===== src/hw/rtl/brct_pkg.sv =====
// ----------------------------------------------------------------------------
// brct_pkg
// shared widths, codes and the control bundle broadcast to the segment cells
// ----------------------------------------------------------------------------
package brct_pkg;

	localparam int ADDR_W           = 48;
	localparam int LEN_W            = 31;
	localparam int MAX_SEGMENTS_DEF = 16;

	localparam logic OP_RECORD = 1'b0;
	localparam logic OP_QUERY  = 1'b1;

	typedef struct packed {
		logic              find;
		logic              merge;
		logic              any_hit;
		logic              full;
		logic [ADDR_W-1:0] pos;
		logic [ADDR_W-1:0] newend;
	} ctl_t;

endpackage


===== src/hw/rtl/brct_cell.sv =====
// ----------------------------------------------------------------------------
// brct_cell
// one slot of the sorted segment row: compare, insert shift, absorb shift and
// running length sum handed to the right neighbor
// ----------------------------------------------------------------------------
module brct_cell #(
	parameter int SUM_W = 52
) (
	input  logic                         clk,
	input  logic                         arst_n,
	input  brct_pkg::ctl_t               ctl,
	input  logic                         l_valid,
	input  logic                         l_gt,
	input  logic                         l_after,
	input  logic [brct_pkg::ADDR_W-1:0]  l_start,
	input  logic [brct_pkg::ADDR_W-1:0]  l_end,
	input  logic [SUM_W-1:0]             l_sum,
	input  logic                         r_valid,
	input  logic [brct_pkg::ADDR_W-1:0]  r_start,
	input  logic [brct_pkg::ADDR_W-1:0]  r_end,
	output logic                         valid,
	output logic                         gt,
	output logic                         hit,
	output logic                         ext,
	output logic                         after,
	output logic                         anchor,
	output logic                         cond,
	output logic [brct_pkg::ADDR_W-1:0]  seg_start,
	output logic [brct_pkg::ADDR_W-1:0]  seg_end,
	output logic [SUM_W-1:0]             sum
);
	import brct_pkg::*;

	logic              valid_q;
	logic              anchor_q;
	logic [ADDR_W-1:0] start_q;
	logic [ADDR_W-1:0] end_q;
	logic [SUM_W-1:0]  sum_q;
	logic              shift_in;
	logic              take_new;
	logic              do_insert;

	assign hit       = valid_q && (ctl.pos >= start_q) && (ctl.pos <= end_q);
	assign gt        = valid_q && (start_q > ctl.pos);
	assign ext       = hit && (ctl.newend > end_q);
	assign cond      = anchor_q && r_valid && (r_start <= end_q);
	assign after     = l_after | anchor_q;
	assign do_insert = ctl.find && !ctl.any_hit && !ctl.full;
	assign shift_in  = l_gt;
	assign take_new  = !l_gt && (gt || (!valid_q && l_valid));

	always_ff @(posedge clk or negedge arst_n) begin
		if (!arst_n) begin
			valid_q  <= 1'b0;
			anchor_q <= 1'b0;
		end else if (ctl.find) begin
			if (ctl.any_hit) begin
				anchor_q <= ext;
			end else if (!ctl.full) begin
				anchor_q <= take_new;
				valid_q  <= valid_q | shift_in | take_new;
			end else begin
				anchor_q <= 1'b0;
			end
		end else if (ctl.merge && l_after) begin
			valid_q <= r_valid;
		end
	end

	always_ff @(posedge clk) begin
		if (ctl.find && ctl.any_hit && ext) begin
			end_q <= ctl.newend;
		end else if (do_insert && shift_in) begin
			start_q <= l_start;
			end_q   <= l_end;
		end else if (do_insert && take_new) begin
			start_q <= ctl.pos;
			end_q   <= ctl.newend;
		end else if (ctl.merge && anchor_q) begin
			if (r_end > end_q) begin
				end_q <= r_end;
			end
		end else if (ctl.merge && l_after) begin
			start_q <= r_start;
			end_q   <= r_end;
		end
		sum_q <= l_sum + (valid_q ? SUM_W'(end_q - start_q) : '0);
	end

	assign valid     = valid_q;
	assign anchor    = anchor_q;
	assign seg_start = start_q;
	assign seg_end   = end_q;
	assign sum       = sum_q;

endmodule


===== config.mk =====
export PLATFORM = sky130hd
export DESIGN_NAME = brct_cell
export DESIGN_NICKNAME = d
export VERILOG_FILES = /design/src/hw/rtl/brct_pkg.sv /design/src/hw/rtl/brct_cell.sv
export SDC_FILE = /design/constraint.sdc
export NUM_CORES = 1
export LEC_CHECK = 0
export BUFFER_PORTS_ARGS = -buffer_cell sky130_fd_sc_hd__buf_2
export CORE_AREA = 2 2 194 196
export DETAILED_ROUTE_END_ITERATION = 12
export DIE_AREA = 0 0 196 198
export PLACE_DENSITY = 0.84
export SYNTH_ARGS = -nofsm -noshare
export SYNTH_HDL_FRONTEND = slang
export SYNTH_SLANG_ARGS = --single-unit
export TNS_END_PERCENT = 50

===== constraint.sdc =====
create_clock -name clk -period 6.1 [get_ports clk]
set_input_delay 0.305 -clock clk [delete_from_list [all_inputs] [get_ports clk]]
set_output_delay 0.305 -clock clk [all_outputs]
set_load 0.01 [all_outputs]

After elaboration in Yosys (flattened, before gate mapping)

Index checks and enable logic that the tools add are counted.

ROM bits: 0
Word-level logic and storage cells: 65
Latch bits: 0
Bits of input ports: 350
Memory bits (writable): 0
Memories: 0
Bits in registers: 150
Output and inout port bits: 155

Eq/ne operators: 4
$add $sub $neg: 2
Order comparisons: 6
Shift operators: 0
Reductions and logical operators: 27
Mux-type cells: 17
Bitwise gates (word level): 4
Div/mod/pow operators: 0
Multiply operators: 0

Operators with widths:

| cell                 | number |
|---|---|
| $mux W48             | 10 |
| $gt A48 B48 Y1       | 3 |
| $le A48 B48 Y1       | 2 |
| $add A52 B52 Y52     | 1 |
| $mux W52             | 1 |
| $sub A48 B48 Y49     | 1 |
| $ge A48 B48 Y1       | 1 |
| $logic_and A1 B1 Y1  | 16 |
| $mux W1              | 6 |
| $reduce_and A3 Y1    | 2 |
| $ne A5 B4 Y1 const B | 1 |
| $reduce_bool A5 Y1   | 1 |
| $logic_not A1 Y1     | 4 |
| $ne A2 B2 Y1 const B | 2 |
| $ne A3 B3 Y1 const B | 1 |
| $or A1 B1 Y1         | 3 |
| $reduce_bool A3 Y1   | 1 |
| $reduce_and A2 Y1    | 1 |
| $reduce_bool A2 Y1   | 1 |
| $logic_or A1 B1 Y1   | 1 |
| $not A1 Y1           | 1 |

Longest topological paths before layout

Gate-level depths: netlist of run 1.

Depth after elaboration: 8
Depth in mapped cells: 24

Worst setup path before layout of run 1

Ideal clock, no wire load.

Kind: reg-to-reg
Start: reg end_q[0] (netlist: seg_end[0])
End: reg sum_q[51] (netlist: sum[51])
Stages on the path, launching flop included: 25
Arrival time: 5,330 ps
Path buffers: 0
Period minus slack after synthesis: 5,402 ps
Slack: 698 ps
Data required time: 6,028 ps
Path through: edfxtp_1 -> inv_1 -> ha_1 -> fa_1 -> nand2b_1 -> a21oi_1 -> o211ai_1 -> a211o_1 -> a31oi_1 -> a41o_1 -> o21ai_0 -> nor2b_1 -> xor2_1 -> nor2_1 -> ha_1 -> nand2_1 -> nor4_1 -> nand2_1 -> nor4_1 -> o31ai_1 -> o31ai_1 -> a311oi_1 -> a21o_1 -> a31oi_1 -> xnor2_1

Longest elaborated chain between the ends: 3

Ends and longest elaborated chain:

| item                   | line            | RTL |
|---|---|---|
| start, declared        | brct_cell.sv:37 | `logic [ADDR_W-1:0] end_q;` |
| start signal, assigned | brct_cell.sv:72 | `end_q <= ctl.newend;` |
| start signal, assigned | brct_cell.sv:75 | `end_q <= l_end;` |
| start signal, assigned | brct_cell.sv:78 | `end_q <= ctl.newend;` |
| $sub A48 B48 Y49       | brct_cell.sv:87 | `sum_q <= l_sum + (valid_q ? SUM_W'(end_q - start_q) : '0);` |
| $mux W52               | brct_cell.sv:87 |  |
| $add A52 B52 Y52       | brct_cell.sv:87 |  |
| end signal, assigned   | brct_cell.sv:87 |  |
| end, declared          | brct_cell.sv:38 | `logic [SUM_W-1:0] sum_q;` |

Every way passes these cells.
A chain may end at the register's enable or synchronous reset.

Worst setup path in the final report of run 1

Start: reg start_q[0] (netlist: seg_start[0])
End: reg sum_q[51] (netlist: sum[51])

Longest elaborated chain between the ends: 3

Ends and longest elaborated chain:

| item                   | line            | RTL |
|---|---|---|
| start, declared        | brct_cell.sv:36 | `logic [ADDR_W-1:0] start_q;` |
| start signal, assigned | brct_cell.sv:74 | `start_q <= l_start;` |
| start signal, assigned | brct_cell.sv:77 | `start_q <= ctl.pos;` |
| start signal, assigned | brct_cell.sv:84 | `start_q <= r_start;` |
| $sub A48 B48 Y49       | brct_cell.sv:87 |  |
| $mux W52               | brct_cell.sv:87 |  |
| $add A52 B52 Y52       | brct_cell.sv:87 |  |

Every way passes these cells.

==> results of run 1 <==
[placed cells by master, fill, tap and decap left out, types with 7 or more instances in the layout]
| master | n |
|---|---|
| nor2_1 | 109 |
| buf_4 | 22 |
| nor2b_1 | 32 |
| inv_1 | 187 |
| xnor2_1 | 45 |
| nand2_1 | 120 |
| or3_1 | 11 |
| o21a_1 | 28 |
| edfxtp_1 | 96 |
| a21oi_1 | 141 |
| a211oi_1 | 14 |
| xor2_1 | 30 |
| a21o_1 | 135 |
| ha_1 | 339 |
| a22o_1 | 97 |
| nand2b_1 | 26 |
| mux2i_1 | 49 |
| o211ai_1 | 15 |
| o21ai_0 | 126 |
| clkbuf_16 | 17 |
| nand3_1 | 29 |
| a31oi_1 | 12 |
| buf_2 | 504 |
| diode_2 | 12 |
| nor4_1 | 11 |
| dfxtp_1 | 52 |
| nand4_1 | 60 |
| a31o_2 | 7 |
| o21bai_1 | 16 |
| and3_1 | 13 |
| nor3_1 | 23 |
[repair_timing]
action / CTS / global route
buffers inserted: 0 / 0
hold endpoints to repair: 2 / 0
hold buffers: 1 / 0
resized for setup: 0 / 4
endpoints found under the setup margin: 0 / 3
[critical path, stage by stage, from the launching register on]
cell and delay [ps]:
edfxtp_1 420, ha_1 250, fa_1 400, nand2b_1 190, a21oi_1 250, o211ai_1 210
a211o_1 380, a31oi_1 140, buf_4 160, a41o_1 200, o21ai_0 70, nor2b_1 140
xor2_1 130, nor2_1 60, ha_1 360, nand2_1 120, nor4_1 390, nand2_1 110
nor4_2 410, o31ai_2 160, o31ai_2 330, a311oi_1 140, buf_4 170, a21o_1 170
a31oi_1 190, xnor2_1 140
[path summary, 6_finish.rpt]
kind | from | end | slack (ps)
max | seg_start[0] | sum[51] | 330
min | l_sum[0] | sum[0] | 100
max reg2reg | seg_start[0] | sum[51] | 330
min reg2reg | anchor | anchor | 760
max in group asynchronous | arst_n | valid | 5770
min in group asynchronous | arst_n | anchor | 200
[area by class of cell]
class                           instances  share of cell area
Multi-Input combinational cell       1597              0.5897
Sequential cell                       150              0.1903
Timing Repair Buffer                  527              0.1292
Inverter                              188             0.03379
Tap cell                              474             0.02840
Clock buffer                           17             0.02037
Clock inverter                         15            0.006890
Antenna cell                           12            0.001438
[flip-flops by register name, summed over array words and instances (netlist names)]
signal	count
seg_start	48
seg_end	48
sum	52
valid	1
anchor	1
[metrics by stage]
step	power [mW]	std cells	util
2_1_floorplan	3.587	1990	-
6_report	5.877	2980	0.5651
3_3_place_gp	4.675	2935	0.5480
5_1_grt	6.264	2977	0.5649
4_1_cts	5.822	2968	0.5637
3_5_place_dp	4.736	2935	0.5480
[power groups by stage]
stage,Clock [mW],Combinational [mW],Sequential (mW)
5_1_grt,1.13,3.61,1.53
6_report,1.08,3.28,1.51
3_5_place_dp,0,3.21,1.53
3_3_place_gp,0,3.16,1.52
4_1_cts,1.09,3.23,1.51
2_1_floorplan,0,1.97,1.61
[cell families (layout without fill, tap and decap cells)]
group,after synthesis,after routing,share of synthesized area
muxes,50,50,0.02922
buffers and inverters,243,747,0.05414
and+or+nand+nor,470,470,0.1365
adders and majority gates,341,341,0.2494
AOI/OAI and AO/OA,661,661,0.2611
DFF,150,150,0.2314
xor gates and xnor gates,75,75,0.03826
other,0,12,0
[layer usage]
layer	wire length [microns]	vias up
li1	-	8453
met1	31510	8516
met2	33110	898
met3	5630	140
met4	3199	0
met5	0	-
==> qor.yml, run 1 <==
detailed_routing:
  routed_wirelength_microns: 73450
  avgRoutedWirePerCell_microns: 24.65
  num_vias: 18010
  firstDrtPassIters: 6
  detail-route-antenna-nets: 0
  avgViaCountPerCell: 6.043
  post-route-drc-count: 0
  initialDrtViolationCount: 1531
pwr:
  power_density_nw_per_um2: 281.4
  p_sw_frac: 0.4395
  static-leakage-power_nw: 10.84
  power_frac_comb: 0.559
  ir_worst_vdd_mv: 0.2119
  share_clk_of_total_power: 0.184
  sequentialPowerShare: 0.257
  switch_pwr_mw: 2.583
  p_int_mw: 3.294
cts:
  tritoncts_num_sinks: 150
  ctsHtreeMaxLevel: 4
  cts_max_path_buffers: 2
  insertion_delay_ps: 460
  numCtsBuffers: 17
  cts.root.buffer_cell: "clkbuf_16"
  worst_setup_hold_path_clk_slew_ps: 70
  tritoncts: "done"
floorplan:
  initial_core_util: 0.4646
  die-width_microns: 196
  core_area_sq_um: 36960
  io-pin-count: 505
  row_count: 71
  fp.dieArea_sq_um: 38810
  floorplan.die.height_microns: 198
place:
  place_congestion: 1.051
  portBuffers: 504
  dp_hpwl_microns: 63020
  postPlaceCellArea_sq_um: 20250
  preCtsSetupSlack_ps: 192.9
global_routing:
  number_of_antenna_violations_at_the_first_check_in_global_routing: 9
  grt_pass1_vias: 17430
  grt_pass1_wl_microns: 106900
  grt_busiest_layer: "met2"
  global_route_met3_utilization: 0.05331
  pin_count_of_the_biggest_net_entering_global_routing: 75
  grt-ovfl-total: 0
  grt.met1_usage: 0.4970
  grtUsageMet2: 0.5876
  grt_util_all_layers: 0.3693
timing:
  worst_pin_slew_ps: 1177
  maxSlewViolCount: 0
  achievable-frequency_mhz: 173.2
  timing.hold.ws_ps: 100.3
  finalClockSkew_ps: 13.69
  report.final.setup_viol: 0
  setup_total_negative_slack_ps: 0
  fin_ws_ps: 327.4
  min_period_ps: 5773
  timing.slew.headroom: 0.2115
  post-route-period-util: 0.9463
  timing_hold_violations_final: 0
cells_and_area:
  num-fill-cells: 3442
  design.final.nets: 3172
  regArea_sq_um: 3974
  area_of_the_multi_input_gates_sq_um: 12310
  final_layout_size_suffix_gt1_frac: 0.2334
  design_area_sq_um: 20880
  layout-area-overhead-vs-synth_pct: 21.63
flow_run:
  drv.max_cap_violation_count: 0
synth:
  postSynth.topFlopCell: "edfxtp_1"
  synth.ff_latch_count: 150
  total_nets_after_synthesis: 2681
  leading_cell_type_by_number_of_instances_after_synthesis: "ha_1"
  synth_sequential_area_ratio: 0.2314
  synth_commonest_cells: "ha_1, inv_1, a21oi_1, a21o_1, o21ai_0"
  synthDistinctLibCells: 71
  yosysTopAreaCellShare: 0.2470
  netlist_top_cells_area: "ha_1, edfxtp_1, dfxtp_1"
  fraction_of_registers_with_async_set_reset: 0.01333
  yosysWarnings: 0
  post_synth.cell_area_avg_sq_um: 8.628
  synthCells: 1990
  yosys.area.top_type: "ha_1"
  post_synth_design_cell_area_sq_um: 17170
  number_of_synthesized_flops_with_an_enable_pin: 96
critical_path:
  worst_ep_arrival_time_ps: 6150
  critical_path.max_fanout: 6
  timing.critical_path.required_ps: 6480
  setup.worst_path.end_class: "register"
  startpoint_type: "register"
  critical_path_class: "reg2reg"
  r2r.worst_path.cells: 25
worst_hold_path:
  min_path_cells: 2
  min_path_type: "in2reg"
outcome:
  run_status: "completed"
Note: power is estimated with default switching activity, not from simulation.
==> run 2, diff against run 1 <==
CTS_BUF_LIST = sky130_fd_sc_hd__clkbuf_4   (was unset)
SLEW_MARGIN = 20   (was unset)
==> run 2 against run 1 <==
Critical path depth unchanged; non-clock buffer count increased by 74; clock skew increased by 21 ps; fmax decreased by 0.57%; final cell count increased by 2.4%; flip-flop and latch count unchanged; count of clock-buffer cells in the layout unchanged.
==> qor.yml, run 2 (synthesized netlist as in run 1, its figures left out) <==
cts:
  insertion_delay_ps: 660
  ctsHtreeMaxLevel: 4
  numCtsBuffers: 17
  post_cts_buffers: 0
  tritoncts: "done"
  cts_max_path_buffers: 2
  cts.root.buffer_cell: "clkbuf_4"
  worst_setup_hold_path_clk_slew_ps: 150
  tritoncts_num_sinks: 150
cells_and_area:
  layout-area-overhead-vs-synth_pct: 24.18
  area_of_the_multi_input_gates_sq_um: 12320
  design_area_sq_um: 21320
  num-fill-cells: 3398
  largest_register_ff_count: 52
  final_layout_size_suffix_gt1_frac: 0.2270
  design.final.nets: 3246
  count_of_placed_standard_cells_in_the_final_layout_fillers_left_out: 3051
  final_common_cell: "buf_2"
  regArea_sq_um: 3974
  most_frequent_cells_in_the_layout: "buf_2, ha_1, inv_1"
  utilization_after_layout: 0.5770
timing:
  achievable-frequency_mhz: 172.2
  worst_pin_slew_ps: 1165
  post-route-period-util: 0.9518
  report.final.setup_viol: 0
  min_period_ps: 5806
  finalClockSkew_ps: 34.91
  setup_total_negative_slack_ps: 0
  timing_hold_violations_final: 0
  fin_ws_ps: 294.3
  timing.hold.ws_ps: 39.14
  timing.slew.headroom: 0.2196
  maxSlewViolCount: 0
outcome:
  run_status: "completed"
critical_path:
  critical_path.max_fanout: 6
  startpoint_type: "register"
  timing.critical_path.required_ps: 6680
  setup.worst_path.end_class: "register"
  worst_ep_arrival_time_ps: 6390
  critical_path_class: "reg2reg"
pwr:
  power_density_nw_per_um2: 258.5
  total_power_mw: 5.512
  ir_worst_vdd_mv: 0.1392
  static-leakage-power_nw: 11.02
detailed_routing:
  post-route-drc-count: 0
  firstDrtPassIters: 6
  num_vias: 18420
  avgViaCountPerCell: 6.037
  initialDrtViolationCount: 1611
  routed_wirelength_microns: 74470
  avgRoutedWirePerCell_microns: 24.41
  detail-route-antenna-nets: 0
flow_run:
  drv.max_cap_violation_count: 0
floorplan:
  floorplan.die.height_microns: 198
  die-width_microns: 196
  initial_core_util: 0.4646
  row_count: 71
  io-pin-count: 505
  fp.dieArea_sq_um: 38810
  core_area_sq_um: 36960
worst_hold_path:
  min_path_type: "in2reg"
place:
  preCtsSetupSlack_ps: 192.9
  place_congestion: 1.051
  postPlaceCellArea_sq_um: 20250
  portBuffers: 504
  dp_hpwl_microns: 63020
  dp_cells: 2935
global_routing:
  pin_count_of_the_biggest_net_entering_global_routing: 75
  grt_pass1_vias: 17930
  grt_pass1_wl_microns: 108700
  grt-ovfl-total: 0
  number_of_antenna_violations_at_the_first_check_in_global_routing: 11
  grt_util_all_layers: 0.3744
==> run 2: changes by cell type in the layout (fill, tap and decap cells not counted) <==
cell / delta
ha_1: -1
ha_2: +1
clkbuf_16: -17
diode_2: -3
clkbuf_4: +17
dlygate4sd3_1: +74
==> run 2: layout make-up <==
| cell class | instances | area share |
|---|---|---|
| flip-flops and latches | 150 | 0.1864 |
| clock buffers | 17 | 0.005986 |
| repair buffers | 601 | 0.1613 |
| clock inverters | 15 | 0.006748 |
| well taps | 474 | 0.02782 |
| inverters | 188 | 0.03310 |
| multi-input cells | 1597 | 0.5777 |
| diodes | 9 | 0.001056 |
==> run 2: path summary, 6_finish.rpt <==
path                         startpoint      end  slack [ps]  cells past startpoint
hold / removal                  ctl[99]   anchor          40                      3
min in group asynchronous        arst_n    valid         570                      3
setup reg to reg           seg_start[0]  sum[51]         290                     25
max in group asynchronous        arst_n   anchor        5360                      3
hold reg to reg                  anchor   anchor         760                      1
setup / recovery           seg_start[0]  sum[51]         290                     25
==> run 2: critical path: stages, from the launching register on <==
cell and delay [ps]:
edfxtp_1 450, ha_1 250, fa_1 400, nand2b_1 180, a21oi_1 260, o211ai_1 200, a211o_1 370, a31oi_1 140
buf_4 160, a41o_1 200, o21ai_0 70, nor2b_1 140, xor2_1 130, nor2_1 50, ha_1 360, nand2_1 120
nor4_1 400, nand2_1 110, nor4_2 430, o31ai_2 160, o31ai_2 320, a311oi_1 140, buf_4 170, a21o_1 170
a31oi_1 190, xnor2_1 140
==> run 2: power by group <==
group          internal (mW)  switching [mW]
Clock                  0.213           0.462
Sequential              1.37           0.140
Combinational           1.38            1.95
Total                   2.96            2.55
==> run 2: repair_timing <==
item / CTS / global route
setup endpoints to repair: 0 / 3
resized for setup: 0 / 5
endpoints found under the hold margin: 74 / 0
hold buffers: 75 / 0
==> run 2: per-layer routing <==
metal	track usage	wire length, microns	vias to the layer above	share of wire
li1	-	-	8601	-
met2	0.6025	33390	969	0.45
met5	0	13	-	0.00017
met4	0.1619	3513	2	0.047
met1	0.4979	31860	8664	0.43
met3	0.05996	5692	182	0.076
